$ cat src/rtl/sas_pkg.sv
// Shared types and constants for the speaker activity segmenter.
package sas_pkg;

  localparam int OUT_FRAME_W = 16;  // frame numbers on the result port
  localparam int SPK_W       = 3;   // speaker number on the result port
  localparam int CFG_W       = 16;  // widest configuration register
  localparam int CFG_IDX_W   = 2;

  typedef enum logic [CFG_IDX_W-1:0] {
    CFG_THRESHOLD = 2'd0,
    CFG_MIN_LEN   = 2'd1,
    CFG_GAP_LIMIT = 2'd2
  } cfg_idx_t;

  typedef struct packed {
    logic signed [CFG_W-1:0] threshold;
    logic [CFG_W-1:0]        min_len;
    logic [CFG_W-1:0]        gap_limit;
  } cfg_t;

  // One candidate segment from a lane.
  typedef struct packed {
    logic                   vld;
    logic [OUT_FRAME_W-1:0] start;
    logic [OUT_FRAME_W-1:0] stop;
  } seg_t;

endpackage

$ cat src/rtl/sas_if.sv
// Frame input and segment output channel interfaces.
interface sas_in_if #(
  parameter int NUM_SPEAKERS = 7,
  parameter int SCORE_BITS   = 16
);
  logic                               valid;
  logic                               ready;
  logic [NUM_SPEAKERS*SCORE_BITS-1:0] score;  // speaker s at [s*SCORE_BITS +: SCORE_BITS]
  logic                               last_frame;

  modport source (output valid, score, last_frame, input ready);
  modport sink   (input valid, score, last_frame, output ready);
endinterface

interface sas_out_if;
  logic                            valid;
  logic                            ready;
  logic [sas_pkg::SPK_W-1:0]       speaker;
  logic [sas_pkg::OUT_FRAME_W-1:0] start_frame;
  logic [sas_pkg::OUT_FRAME_W-1:0] end_frame;
  logic                            run_end;

  modport source (output valid, speaker, start_frame, end_frame, run_end, input ready);
  modport sink   (input valid, speaker, start_frame, end_frame, run_end, output ready);
endinterface

$ cat src/rtl/sas_lane.sv
// One speaker lane: threshold, run tracking, held segment merge and flush.
module sas_lane #(
  parameter int FRAME_BITS = 16,
  parameter int SCORE_BITS = 16
) (
  input  logic                         clk,
  input  logic                         rst,
  input  logic                         take,    // frame accepted this edge
  input  logic                         last,
  input  logic signed [SCORE_BITS-1:0] score,
  input  sas_pkg::cfg_t                cfg,
  input  logic [FRAME_BITS-1:0]        frame,   // index of the frame being taken
  input  logic [FRAME_BITS-1:0]        count,   // frame count of the staged frame
  output sas_pkg::seg_t                t_seg,   // emitted by a run closing
  output sas_pkg::seg_t                c_seg,   // emitted by closing an open run at chunk end
  output sas_pkg::seg_t                h_seg    // held segment flushed at chunk end
);
  import sas_pkg::*;

  localparam int CW = (FRAME_BITS > CFG_W) ? FRAME_BITS : CFG_W;
  localparam int SW = (SCORE_BITS > CFG_W) ? SCORE_BITS : CFG_W;

  // saturating difference hi - lo, zero when reversed
  function automatic logic [CW-1:0] span(input logic [FRAME_BITS-1:0] hi,
                                         input logic [FRAME_BITS-1:0] lo);
    logic [FRAME_BITS-1:0] d;
    d = hi - lo;
    span = (hi >= lo) ? CW'(d) : '0;
  endfunction

  function automatic logic [OUT_FRAME_W-1:0] trunc(input logic [FRAME_BITS-1:0] x);
    trunc = OUT_FRAME_W'({{OUT_FRAME_W{1'b0}}, x});
  endfunction

  // lane state
  logic                  run_active;
  logic                  held_valid;
  logic [FRAME_BITS-1:0] run_start;
  logic [FRAME_BITS-1:0] held_start;
  logic [FRAME_BITS-1:0] held_end;

  // staged post-transition view
  logic                  a_last;
  logic                  a_ra;
  logic                  a_hv;
  logic [FRAME_BITS-1:0] a_rs;
  logic [FRAME_BITS-1:0] a_hs;
  logic [FRAME_BITS-1:0] a_he;
  seg_t                  a_t;

  logic signed [SW-1:0]  sc_x;
  logic signed [SW-1:0]  th_x;
  logic [CW-1:0]         mg_x;
  logic [CW-1:0]         min_x;
  logic                  act;
  logic                  close;
  logic                  mrg_t;
  logic                  ok_t;
  logic                  hv1;
  logic [FRAME_BITS-1:0] rs1;
  logic [FRAME_BITS-1:0] hs1;
  logic [FRAME_BITS-1:0] he1;
  logic                  mrg_c;
  logic                  ok_held;
  logic                  ok_h2;

  assign sc_x  = SW'(score);
  assign th_x  = SW'(cfg.threshold);
  assign mg_x  = CW'(cfg.gap_limit);
  assign min_x = CW'(cfg.min_len);
  assign act   = (sc_x >= th_x);

  // transition of this frame; the gap runs from the held end to the run start
  assign close = run_active && !act;
  assign mrg_t = held_valid && (span(run_start, held_end) <= mg_x);
  assign ok_t  = span(held_end, held_start) >= min_x;
  assign rs1   = (!run_active && act) ? frame : run_start;
  assign hv1   = held_valid || close;
  assign hs1   = (close && !mrg_t) ? run_start : held_start;
  assign he1   = close ? frame : held_end;

  always_ff @(posedge clk) begin
    if (rst) begin
      run_active <= 1'b0;
      held_valid <= 1'b0;
    end else if (take) begin
      run_active <= act && !last;
      held_valid <= hv1 && !last;
    end
  end

  always_ff @(posedge clk) begin
    if (take) begin
      run_start <= rs1;
      held_start <= hs1;
      held_end <= he1;
      a_last <= last;
      a_ra <= act;
      a_hv <= hv1;
      a_rs <= rs1;
      a_hs <= hs1;
      a_he <= he1;
      a_t.vld <= close && held_valid && !mrg_t && ok_t;
      a_t.start <= trunc(held_start);
      a_t.stop <= trunc(held_end);
    end
  end

  // chunk-end close and flush on the staged view
  assign mrg_c   = a_hv && (span(a_rs, a_he) <= mg_x);
  assign ok_held = span(a_he, a_hs) >= min_x;

  always_comb begin
    ok_h2 = ok_held;
    if (a_ra) begin
      ok_h2 = (mrg_c ? span(count, a_hs) : span(count, a_rs)) >= min_x;
    end
  end

  always_comb begin
    t_seg = a_t;
    c_seg.vld = a_last && a_ra && a_hv && !mrg_c && ok_held;
    c_seg.start = trunc(a_hs);
    c_seg.stop = trunc(a_he);
    h_seg.vld = a_last && (a_hv || a_ra) && ok_h2;
    h_seg.start = (a_ra && !mrg_c) ? trunc(a_rs) : trunc(a_hs);
    h_seg.stop = a_ra ? trunc(count) : trunc(a_he);
  end

endmodule

$ cat src/rtl/sas_merge.sv
// Merge stage: holds one frame's candidate segments and sends them out in order.
module sas_merge #(
  parameter int NUM_SPEAKERS = 7
) (
  input  logic             clk,
  input  logic             rst,
  input  logic             load,
  input  sas_pkg::seg_t    slot_in [3*NUM_SPEAKERS],
  output logic             batch_free,
  sas_out_if.source        seg_out
);
  import sas_pkg::*;

  localparam int NSLOT = 3 * NUM_SPEAKERS;

  // slot order: closes of all speakers, then close/flush pairs per speaker
  function automatic logic [SPK_W-1:0] slot_spk(input int i);
    slot_spk = (i < NUM_SPEAKERS) ? SPK_W'(i) : SPK_W'((i - NUM_SPEAKERS) >> 1);
  endfunction

  logic [NSLOT-1:0]       bvld;
  seg_t                   bseg [NSLOT];
  logic [NSLOT-1:0]       new_vld;
  logic [NSLOT-1:0]       low;
  logic [NSLOT-1:0]       rest;
  logic                   any;
  logic                   move;
  logic                   ovalid;
  logic [SPK_W-1:0]       pk_spk;
  logic [OUT_FRAME_W-1:0] pk_start;
  logic [OUT_FRAME_W-1:0] pk_stop;

  assign low  = bvld & (~bvld + NSLOT'(1));
  assign rest = bvld & ~low;
  assign any  = |bvld;
  assign move = any && (!ovalid || seg_out.ready);
  assign batch_free = !any || (move && (rest == '0));

  always_comb begin
    for (int i = 0; i < NSLOT; i++) begin
      new_vld[i] = slot_in[i].vld;
    end
  end

  always_comb begin
    pk_spk = '0;
    pk_start = '0;
    pk_stop = '0;
    for (int i = 0; i < NSLOT; i++) begin
      pk_spk = pk_spk | ({SPK_W{low[i]}} & slot_spk(i));
      pk_start = pk_start | ({OUT_FRAME_W{low[i]}} & bseg[i].start);
      pk_stop = pk_stop | ({OUT_FRAME_W{low[i]}} & bseg[i].stop);
    end
  end

  always_ff @(posedge clk) begin
    if (rst) begin
      bvld <= '0;
    end else if (load) begin
      bvld <= new_vld;
    end else if (move) begin
      bvld <= rest;
    end
  end

  always_ff @(posedge clk) begin
    if (load) begin
      bseg <= slot_in;
    end
  end

  always_ff @(posedge clk) begin
    if (rst) begin
      ovalid <= 1'b0;
    end else if (move) begin
      ovalid <= 1'b1;
    end else if (seg_out.ready) begin
      ovalid <= 1'b0;
    end
  end

  always_ff @(posedge clk) begin
    if (move) begin
      seg_out.speaker <= pk_spk;
      seg_out.start_frame <= pk_start;
      seg_out.end_frame <= pk_stop;
      seg_out.run_end <= (rest == '0);
    end
  end

  assign seg_out.valid = ovalid;

endmodule

$ cat src/rtl/speaker_activity_segmenter.sv
// Top level: per-speaker lanes, frame counter, configuration and result merge.
//
//  port       dir  handshake      payload
//  frame_in   in   valid/ready    score (one slice per speaker), last_frame
//  seg_out    out  valid/ready    speaker, start_frame, end_frame, run_end
//  cfg_*      in   cfg_we only    cfg_idx selects register, cfg_wdata value
//
// Lanes judge a taken frame in parallel and stage their candidates; once the
// merge buffer is free they load into it, and it sends one segment per cycle
// while seg_out is ready. A frame with results holds the buffer until all are
// sent, and the next frame waits; frames without results pass at one per
// cycle. The first result passes the lane stage, merge buffer and output
// register. Reset (rst, synchronous) clears the counter, lanes, buffer and
// registers. A stalled seg_out holds the buffer and, through it, frame_in.
module speaker_activity_segmenter #(
  parameter int NUM_SPEAKERS = 7,
  parameter int FRAME_BITS   = 16,
  parameter int SCORE_BITS   = 16
) (
  input  logic                          clk,
  input  logic                          rst,
  input  logic                          cfg_we,
  input  logic [sas_pkg::CFG_IDX_W-1:0] cfg_idx,
  input  logic [sas_pkg::CFG_W-1:0]     cfg_wdata,
  sas_in_if.sink                        frame_in,
  sas_out_if.source                     seg_out
);
  import sas_pkg::*;

  localparam int NSLOT = 3 * NUM_SPEAKERS;

  cfg_t                  cfg;
  logic [FRAME_BITS-1:0] frame_index;
  logic [FRAME_BITS-1:0] frame_inc;
  logic [FRAME_BITS-1:0] a_count;    // frame count for the staged frame
  logic                  a_vld;      // lanes hold a staged frame
  logic                  in_fire;
  logic                  load;
  logic                  batch_free;

  seg_t t_segs [NUM_SPEAKERS];
  seg_t c_segs [NUM_SPEAKERS];
  seg_t h_segs [NUM_SPEAKERS];
  seg_t slots  [NSLOT];

  // configuration registers
  always_ff @(posedge clk) begin
    if (rst) begin
      cfg <= '0;
    end else if (cfg_we) begin
      unique case (cfg_idx)
        CFG_THRESHOLD: cfg.threshold <= cfg_wdata;
        CFG_MIN_LEN:   cfg.min_len <= cfg_wdata;
        CFG_GAP_LIMIT: cfg.gap_limit <= cfg_wdata;
        default: ;  // unused index: write dropped
      endcase
    end
  end

  // frame counter saturates at all ones
  assign frame_inc = (&frame_index) ? frame_index : frame_index + 1'b1;

  // staged frame leaves the lanes once the merge buffer can take it
  assign load    = a_vld && batch_free;
  assign frame_in.ready = !a_vld || batch_free;
  assign in_fire = frame_in.valid && frame_in.ready;

  always_ff @(posedge clk) begin
    if (rst) begin
      frame_index <= '0;
      a_vld <= 1'b0;
    end else begin
      if (in_fire) begin
        frame_index <= frame_in.last_frame ? '0 : frame_inc;
      end
      if (in_fire) begin
        a_vld <= 1'b1;
      end else if (batch_free) begin
        a_vld <= 1'b0;
      end
    end
  end

  always_ff @(posedge clk) begin
    if (in_fire) begin
      a_count <= frame_inc;
    end
  end

  for (genvar s = 0; s < NUM_SPEAKERS; s++) begin : g_lane
    sas_lane #(
      .FRAME_BITS (FRAME_BITS),
      .SCORE_BITS (SCORE_BITS)
    ) u_lane (
      .clk   (clk),
      .rst   (rst),
      .take  (in_fire),
      .last  (frame_in.last_frame),
      .score (frame_in.score[s*SCORE_BITS +: SCORE_BITS]),
      .cfg   (cfg),
      .frame (frame_index),
      .count (a_count),
      .t_seg (t_segs[s]),
      .c_seg (c_segs[s]),
      .h_seg (h_segs[s])
    );

    // run closes first for all speakers, then chunk-end pairs per speaker
    assign slots[s] = t_segs[s];
    assign slots[NUM_SPEAKERS + 2*s] = c_segs[s];
    assign slots[NUM_SPEAKERS + 2*s + 1] = h_segs[s];
  end

  sas_merge #(
    .NUM_SPEAKERS (NUM_SPEAKERS)
  ) u_merge (
    .clk        (clk),
    .rst        (rst),
    .load       (load),
    .slot_in    (slots),
    .batch_free (batch_free),
    .seg_out    (seg_out)
  );

  // counter advances by one per ordinary frame, holding at its maximum
  a_frame_step: assert property (@(posedge clk) disable iff (rst)
    in_fire && !frame_in.last_frame |=>
      (frame_index == $past(frame_index) + 1'b1) ||
      ((&frame_index) && (&$past(frame_index))))
    else $error("frame counter did not advance");

  // chunk end restarts the frame count
  a_chunk_clear: assert property (@(posedge clk) disable iff (rst)
    in_fire && frame_in.last_frame |=> frame_index == '0)
    else $error("frame counter not cleared at chunk end");

  // a staged frame that cannot move on must block the input
  a_stage_hold: assert property (@(posedge clk) disable iff (rst)
    a_vld && !batch_free && !in_fire |=> a_vld && (a_count == $past(a_count)))
    else $error("staged frame lost while merge buffer busy");

endmodule

$ cat src/flat_wrapper.sv
// flat-port wrapper written by rule: the top's interface ports become plain ports
module speaker_activity_segmenter_flat import sas_pkg::*;
#(
  parameter int NUM_SPEAKERS = 7,
  parameter int FRAME_BITS   = 16,
  parameter int SCORE_BITS   = 16
)
  (clk, rst, cfg_we, cfg_idx, cfg_wdata, frame_in_valid, frame_in_score, frame_in_last_frame, frame_in_ready, seg_out_valid, seg_out_speaker, seg_out_start_frame, seg_out_end_frame, seg_out_run_end, seg_out_ready);
  sas_in_if #(.NUM_SPEAKERS(NUM_SPEAKERS), .SCORE_BITS(SCORE_BITS)) frame_in_i ();
  sas_out_if seg_out_i ();
  input  logic clk;
  input  logic rst;
  input  logic cfg_we;
  input  logic [sas_pkg::CFG_IDX_W-1:0] cfg_idx;
  input  logic [sas_pkg::CFG_W-1:0] cfg_wdata;
  input wire logic [$bits(frame_in_i.valid)-1:0] frame_in_valid;
  input wire logic [$bits(frame_in_i.score)-1:0] frame_in_score;
  input wire logic [$bits(frame_in_i.last_frame)-1:0] frame_in_last_frame;
  output wire logic [$bits(frame_in_i.ready)-1:0] frame_in_ready;
  output wire logic [$bits(seg_out_i.valid)-1:0] seg_out_valid;
  output wire logic [$bits(seg_out_i.speaker)-1:0] seg_out_speaker;
  output wire logic [$bits(seg_out_i.start_frame)-1:0] seg_out_start_frame;
  output wire logic [$bits(seg_out_i.end_frame)-1:0] seg_out_end_frame;
  output wire logic [$bits(seg_out_i.run_end)-1:0] seg_out_run_end;
  input wire logic [$bits(seg_out_i.ready)-1:0] seg_out_ready;
  assign frame_in_i.valid = frame_in_valid;
  assign frame_in_i.score = frame_in_score;
  assign frame_in_i.last_frame = frame_in_last_frame;
  assign frame_in_ready = frame_in_i.ready;
  assign seg_out_valid = seg_out_i.valid;
  assign seg_out_speaker = seg_out_i.speaker;
  assign seg_out_start_frame = seg_out_i.start_frame;
  assign seg_out_end_frame = seg_out_i.end_frame;
  assign seg_out_run_end = seg_out_i.run_end;
  assign seg_out_i.ready = seg_out_ready;
  speaker_activity_segmenter #(.NUM_SPEAKERS(NUM_SPEAKERS), .FRAME_BITS(FRAME_BITS), .SCORE_BITS(SCORE_BITS)) u_core (.clk(clk), .rst(rst), .cfg_we(cfg_we), .cfg_idx(cfg_idx), .cfg_wdata(cfg_wdata), .frame_in(frame_in_i), .seg_out(seg_out_i));
endmodule
$ cat config.mk
export PLATFORM = sky130hd
export DESIGN_NAME = speaker_activity_segmenter_flat
export DESIGN_NICKNAME = d
export VERILOG_FILES = /design/src/rtl/sas_pkg.sv /design/src/rtl/sas_if.sv /design/src/rtl/sas_lane.sv /design/src/rtl/sas_merge.sv /design/src/rtl/speaker_activity_segmenter.sv /design/src/flat_wrapper.sv
export SDC_FILE = /design/constraint.sdc
export NUM_CORES = 2
export LEC_CHECK = 0
export BUFFER_PORTS_ARGS = -buffer_cell sky130_fd_sc_hd__buf_2
export CAP_MARGIN = 20
export CELL_PAD_IN_SITES_DETAIL_PLACEMENT = 0
export CELL_PAD_IN_SITES_GLOBAL_PLACEMENT = 1
export CORE_MARGIN = 5
export CORE_UTILIZATION = 47
export DETAILED_ROUTE_END_ITERATION = 8
export HOLD_SLACK_MARGIN = 0.15
export PLACE_DENSITY_LB_ADDON = 0.1
export SYNTH_ARGS = -nofsm -noshare
export SYNTH_HDL_FRONTEND = slang
export SYNTH_SLANG_ARGS = --single-unit
$ cat constraint.sdc
create_clock -name clk -period 11.15 [get_ports clk]
set_input_delay 0 -clock clk [delete_from_list [all_inputs] [get_ports clk]]
set_output_delay 0 -clock clk [all_outputs]
set_load 0.005 [all_outputs]
## After elaboration in Yosys (flattened, before gate mapping)

Cells that the tools add are included.

| word-level totals | value |
|---|---|
| bits in writable memories | 0 |
| output and inout bits | 38 |
| input bits | 136 |
| ROM bits | 0 |
| register bits after elaboration | 1,407 |
| bits in latches | 0 |
| word-level logic and storage cells | 598 |
| memories | 0 |

| operators by class | value |
|---|---|
| muxes and demuxes | 79 |
| add/subtract/negate cells | 30 |
| reductions and logical operators | 203 |
| div/mod/pow operators | 0 |
| $lt $le $gt $ge | 56 |
| $mul | 0 |
| shift operators | 0 |
| bitwise logic cells | 103 |
| eq/ne operators | 2 |

Operators with widths:

| cell | number |
|---|---|
| 16-bit two-way mux | 66 |
| 16-bit greater-or-equal comparator | 49 |
| 16-bit bitwise AND | 42 |
| 16-bit OR | 40 |
| 16-bit subtractor | 28 |
| 1-bit logical AND | 123 |
| 16-bit <= comparator | 7 |
| 2-bit AND reduction | 24 |
| 21-bit bitwise AND | 2 |
| 21-bit two-way mux | 2 |
| 21-bit inverter | 2 |
| 1-bit logical NOT | 32 |
| 3-bit OR | 8 |
| 21-bit by 1-bit adder with 21-bit output (second input constant) | 1 |
| 21-bit logical NOT | 1 |
| 21-bit OR reduction | 1 |
| 1-bit logical OR | 17 |
| 16-bit by 1-bit adder with 16-bit output (second input constant) | 1 |
| 16-bit AND reduction | 1 |
| 3-bit by 2-bit OR with 3-bit output | 4 |
| 1-bit two-way mux | 11 |
| 3-bit by 1-bit OR with 3-bit output | 2 |
| 2-bit nonzero test | 3 |
| 2-bit by 3-bit OR with 3-bit output | 1 |
| other kinds (5) | 5 |

## Logic depth before layout (Yosys ltp)

| logic depth | value |
|---|---|
| word-level depth | 24 |
| gate-level depth with buffers | 35 |
| gate-level depth less buffers | 33 |

## Modules after synthesis

From an unflattened synthesis, not the netlist that was laid out.

| second synthesis, totals | value |
|---|---|
| cells, all modules | 8,076 |
| area, all modules | 86,852.0 um^2 |

By module, submodules not included:

| module | seq. area each (um^2) | instances | area each (um^2) | cells an instance |
|---|---|---|---|---|
| sas_lane at u_core.g_lane[0].u_lane ... | 2,562.5 | 4 | 8,070.2 | 877 |
| sas_merge | 21,700.8 | 1 | 26,934.6 | 1,542 |
| sas_lane at u_core.g_lane[5].u_lane ... | 2,562.5 | 2 | 8,152.8 | 895 |
| sas_lane at u_core.g_lane[1].u_lane | 2,562.5 | 1 | 7,848.8 | 841 |
| speaker_activity_segmenter | 1,781.7 | 1 | 3,482.1 | 395 |

## Least setup slack after synthesis

Ideal clock, no wire load.

| timing path | value |
|---|---|
| path kind | reg2reg |
| start point | reg u_core.u_merge.bvld[0] |
| end point | reg u_core.u_merge.bvld[20] |
| period minus slack after synthesis | 10.924 ns |
| path slack | 0.226 ns |
| setup time | 0.097 ns |
| path buffers | 3 |
| stages on the path, launching flop included | 14 |
| data required time | 11.053 ns |
| data arrival time | 10.827 ns |
| cell sequence | dfxtp_1 > buf_6 > nor4_4 > nand3_4 > nand2b_4 > buf_6 > maj3_1 > o21ai_2 > and3_4 > o21ai_2 > inv_1 > buf_2 > o2111ai_1 > a21oi_1 |

| between the ends | value |
|---|---|
| longest elaborated chain between the ends | 10 |
| elaborated cells on any way between the ends | 15 |
| classes of those cells | 1 x add/sub; 2 x mux; 4 x bitwise; 8 x reduce/logical |

Ends and longest elaborated chain:

| item | RTL line | source |
|---|---|---|
| start: declaration | sas_merge.sv:21 | `logic [NSLOT-1:0] bvld;` |
| start signal: assignment | sas_merge.sv:60 | `bvld <= new_vld;` |
| start signal: assignment | sas_merge.sv:62 | `bvld <= rest;` |
| 21-bit inverter | sas_merge.sv:33 | `assign low = bvld & (~bvld + NSLOT'(1));` |
| 21-bit by 1-bit adder with 21-bit output | sas_merge.sv:33 |  |
| 21-bit bitwise AND | sas_merge.sv:33 |  |
| 21-bit inverter | sas_merge.sv:34 | `assign rest = bvld & ~low;` |
| 21-bit bitwise AND | sas_merge.sv:34 |  |
| 21-bit logical NOT | sas_merge.sv:37 | `assign batch_free = !any \|\| (move && (rest == '0));` |
| 1-bit logical AND | sas_merge.sv:37 |  |
| 1-bit logical OR * | sas_merge.sv:37 |  |
| 1-bit logical AND * | speaker_activity_segmenter.sv:64 | `assign load = a_vld && batch_free;` |
| named net u_core.load | speaker_activity_segmenter.sv:38 | `logic load;` |
| 21-bit two-way mux / 2-bit nonzero test (equally long branches) | n/a |  |

The timed path passes the listed nets; every way through them passes the cells marked *. The select of a mux whose other input is x is not followed.
A chain may end at the register's enable or synchronous reset.

## Final worst setup path

| timing path | value |
|---|---|
| start point | reg u_core.g_lane[3].u_lane.a_rs[0] |
| end point | reg u_core.u_merge.bvld[14] |

| between the ends | value |
|---|---|
| longest elaborated chain between the ends | 9 |
| elaborated cells on any way between the ends | 13 |
| classes of those cells | 2 x add/sub; 4 x order compare; 5 x mux; 2 x reduce/logical |

Ends and longest elaborated chain:

| item | RTL line | source |
|---|---|---|
| start: declaration | sas_lane.sv:46 | `logic [FRAME_BITS-1:0] a_rs;` |
| start signal: assignment | sas_lane.sv:100 | `a_rs <= rs1;` |
| 16-bit subtractor / 16-bit greater-or-equal comparator (equally long branches) | sas_lane.sv:27, sas_lane.sv:28 |  |
| 16-bit two-way mux | sas_lane.sv:28 | `span = (hi >= lo) ? CW'(d) : '0;` |
| 16-bit <= comparator | sas_lane.sv:110 | `assign mrg_c = a_hv && (span(a_rs, a_he) <= mg_x);` |
| 1-bit logical AND | sas_lane.sv:110 |  |
| 16-bit two-way mux * | sas_lane.sv:116 | `ok_h2 = (mrg_c ? span(count, a_hs) : span(count, a_rs)) >= min_x;` |
| 16-bit greater-or-equal comparator * | sas_lane.sv:116 |  |
| 1-bit two-way mux * | sas_lane.sv:115 | `if (a_ra) begin` |
| 1-bit logical AND * | sas_lane.sv:125 | `h_seg.vld = a_last && (a_hv \|\| a_ra) && ok_h2;` |
| 21-bit two-way mux * | sas_merge.sv:59 | `end else if (load) begin` |

Every way passes the cells marked *; elsewhere a longest branch is shown, timed or not.

==> impl_results.md <==
- Total track usage: 39.5%
- Top FF cell, synth: edfxtp_1
- HPWL Detailed: 277 mm
- Final ANT Viol Nets: 0
- Max clock buf depth: 3
- Die X: 428 um
- Clock Power Share: 32.9%
- Final Hold Viols: 0
- Initial DRC Count: 10400
- Hold Crit Class: in2reg
- Grt ovf: 0
- Worst Tran Pin Value: 1590 ps
- Placed cell count: 9843
- Cell with the largest stage delay on the worst path: o31ai_1
- Hold Path End: u_core.g_lane[1].u_lane.a_ra
- Filler Cell Count: 15400
- Avg Vias per Cell: 6.56
- Core box area: 174000 sq um
- Ys async rst share: 0%
- Cts hold-fix bufs: 74
- Postcts setup bufs: 0
- Die footprint: 183000 sq um
- RR Endpoint: u_core.u_merge.bvld[14]
- Total number of vias: 67200
- Hold Crit Start: frame_in_score[21]
- Cts bufs inserted: 153
- Slew Limit Fails: 1
- Startpoint types: register
- R2R depth: 34
- YS warnings: 0
- Maximum Capacitance Violations: 0
- Pleak: 36.8 nW
- Clock-pin slew on the worst setup and hold paths: 60 ps
- Logic pwr share: 23.8%
- Rows: 153
- Drt total wl: 370 mm
- # resized after CTS: 0
- RSZ-0062 raised after global routing: false
- GP Congestion: 1.01
- Worst-Skew Late Latency: 800 ps
- Crit-path most repeated cell: a21o_1
- Post-route DRC: 0
- Port Buffer Count: 173
- Worst slew margin: -5.71%
- I/O pin count: 174
- Switching Share: 32.7%
- Initial Utilization: 47.2%
- Post-synthesis register bit count: 1407
- PwrDens: 170 nW/um^2
- Final setup vio count: 0
- Min Tclk post-route: 8140 ps
- Largest net degree at the start of global routing: 175
- Status: finished with violations
- Layout area overhead: 12.8%
- Clk sink count: 1407
- Failing checks: max-slew violations
- Setup slack, reg-to-reg: 3010 ps
- Unique masters post-synth: 92
- Fmax achieved: 0.123 GHz
- Fin crit share: 73.0%
- Final Instance Count excl. Fillers: 10200
- EDFF count, synth: 1306
- Setup CP Type: reg2reg
- CP peak stage delay: 690 ps
- Fin nets: 8814
- Worst endpoint data arrival time: 8760 ps
- Initial antenna violation count: 82
- CTS tree: done
- H-tree Lvls: 4
- Worst-path maximum fanout: 16
- Hold Slack: 236 ps
- Root Buffer: clkbuf_16
- Drt wl/cell: 36.2 um
- Mapped Area: 81900 sq um
- Peak supply drop: 0.134 mV
- Worst Skew: 32.5 ps
- Setup TNS: 0 ps
- Chip height: 428 um
- Hold path cells: 7
- Syn Inst Count: 7365
- Reg-to-reg critical path startpoint: u_core.g_lane[3].u_lane.a_rs[0]
- Critical Path End Type: register
- Share of cells above drive strength 1: 8.94%
- Switch Pwr: 5.13 mW
- Number of global-route vias before repair: 61700
- Synth Area per Inst: 11.1 sq um
- Sequential area share after synthesis: 50.3%
- Internal cell power: 10.5 mW
- First-pass GRT wire length: 495 mm
- Critical Path RT: 11770 ps
- Sequential Power Share: 43.3%
- 1st-pass router iterations: 7
- Post-synth net total: 8426
-- per-stage QoR --
| stage | power [mW] | setup slack (ps) | area, sq um | util [%] |
|---|---|---|---|---|
| 2_1_floorplan | 9.00 | 226 | 81900 | - |
| 3_3_place_gp | 10.4 | 2980 | 86400 | 49.8 |
| 3_5_place_dp | 10.5 | 2970 | 86500 | 49.8 |
| 4_1_cts | 15.6 | 2920 | 92200 | 53.1 |
| 6_report | 15.7 | 3010 | 92400 | 53.2 |
| 5_1_grt | 16.1 | 2650 | 92300 | 53.2 |
-- how the worst max path moves through the flow --
stage / startpoint / to / cells after the start
floorplan: u_core.u_merge.bvld[0] / u_core.u_merge.bvld[20] / 13
global placement: u_core.g_lane[2].u_lane.a_he[0] / u_core.u_merge.bvld[12] / 33
detailed placement: u_core.g_lane[3].u_lane.a_rs[0] / u_core.u_merge.bvld[14] / 33
CTS: u_core.g_lane[4].u_lane.a_rs[0] / u_core.u_merge.bvld[16] / 33
global route: u_core.g_lane[3].u_lane.a_rs[0] / u_core.u_merge.bvld[14] / 34
finish: u_core.g_lane[3].u_lane.a_rs[0] / u_core.u_merge.bvld[14] / 34
-- cell usage in the layout, fill, tap and decap left out, drive strengths merged, types with 38 or more instances in the layout --
master	count
o21ai	481
xnor2	189
a21o	230
ha	897
a211oi	52
clkinv	56
nor2	455
nand2	537
nor4	41
nor2b	81
a221o	38
or3	46
a21oi	450
a22o	61
dlygate4sd3	74
nand3	120
mux2i	42
dfxtp	101
nand2b	91
nor3	131
a221oi	95
xor2	148
inv	552
o22ai	50
a22oi	167
clkbuf	192
o211ai	45
and2	46
nand4	161
edfxtp	1306
buf	360
o21a	81
-- cell type report --
type / count / area (sq um) / area share, %
sequential: 1407 / 41200 / 44.6
multi-input combinational: 5214 / 38000 / 41.1
clock buffer: 192 / 4070 / 4.40
timing repair buffer: 435 / 3110 / 3.37
tap: 2325 / 2910 / 3.15
inverter: 542 / 2050 / 2.22
clock inverter: 88 / 951 / 1.03
antenna: 37 / 92.6 / 0.100
-- sequential cells by signal, indices dropped and copies added (netlist names), 3 cells and up --
name                                flops
u_core.g_lane.u_lane.run_start         32
u_core.g_lane.u_lane.a_hs              80
u_core.u_merge.seg_out.start_frame     16
u_core.g_lane.u_lane.a_rs              80
u_core.a_count                         16
u_core.g_lane.u_lane.held_start        32
u_core.g_lane.u_lane.held_end          32
u_core.u_merge.seg_out.end_frame       16
u_core.g_lane.u_lane.a_he              80
u_core.cfg                             48
u_core.u_merge.bvld                    21
u_core.g_lane.u_lane.a_hv               7
u_core.u_merge.seg_out.speaker          3
u_core.u_merge.bseg                   672
u_core.g_lane.u_lane.t_seg            231
u_core.g_lane.u_lane.held_valid         7
u_core.g_lane.u_lane.run_active         7
u_core.g_lane.u_lane.a_ra               7
u_core.frame_index                     16
-- cells in the mapped netlist (42+ instances only) --
cell type | n | area, sq um
a22oi_1 | 167 | 1250
nor2_1 | 455 | 1710
inv_1 | 540 | 2030
dfxtp_1 | 101 | 2020
xor2_1 | 148 | 1300
a22o_1 | 61 | 534
nand4_1 | 161 | 1010
o21a_1 | 81 | 608
a221oi_1 | 95 | 832
edfxtp_1 | 1306 | 39200
nor2b_1 | 81 | 507
a21o_1 | 230 | 1730
o22ai_1 | 50 | 313
mux2i_1 | 42 | 420
nand2_1 | 537 | 2020
and2_1 | 43 | 269
nand2b_1 | 90 | 563
xnor2_1 | 189 | 1660
clkbuf_1 | 184 | 691
nor3_1 | 131 | 656
a211oi_1 | 52 | 390
ha_1 | 897 | 11200
o21ai_0 | 475 | 2380
or3_1 | 46 | 288
o211ai_1 | 45 | 338
a21oi_1 | 450 | 2250
nand3_1 | 119 | 596
-- per-layer routing --
layer	global-route usage, %	up-vias	routed length [um]
li1	-	28800	-
met3	11.9	857	46500
met2	58.4	4475	158000
met1	51.8	33000	141000
met4	22.2	66	24300
met5	0	-	438
-- kinds of logic after synthesis --
logic type | Yosys count | synth area share [%]
mux | 48 | 0.596
xor+xnor | 337 | 3.60
fa+ha+maj | 928 | 14.4
simple gates | 1835 | 10.8
compound gates | 2066 | 16.8
buf+inv | 744 | 3.46
flops | 1407 | 50.3
-- power by group through the flow --
stage / Clock (mW) / Sequential (mW) / Combinational (mW)
CTS: 5.15 / 6.77 / 3.64
finish: 5.15 / 6.79 / 3.73
floorplan: 0 / 6.82 / 2.17
global route: 5.39 / 6.79 / 3.96
global placement: 0 / 6.87 / 3.58
detailed placement: 0 / 6.87 / 3.60
-- worst max-delay path: cells and delay by family, from the launching register on --
kind | cells | cell delay, ps
mux | 1 | 170
flops | 1 | 430
compound gates | 23 | 4730
simple gates | 3 | 1040
fa+ha+maj | 4 | 1140
buf+inv | 3 | 440
Power figures use the tool's default switching activity.
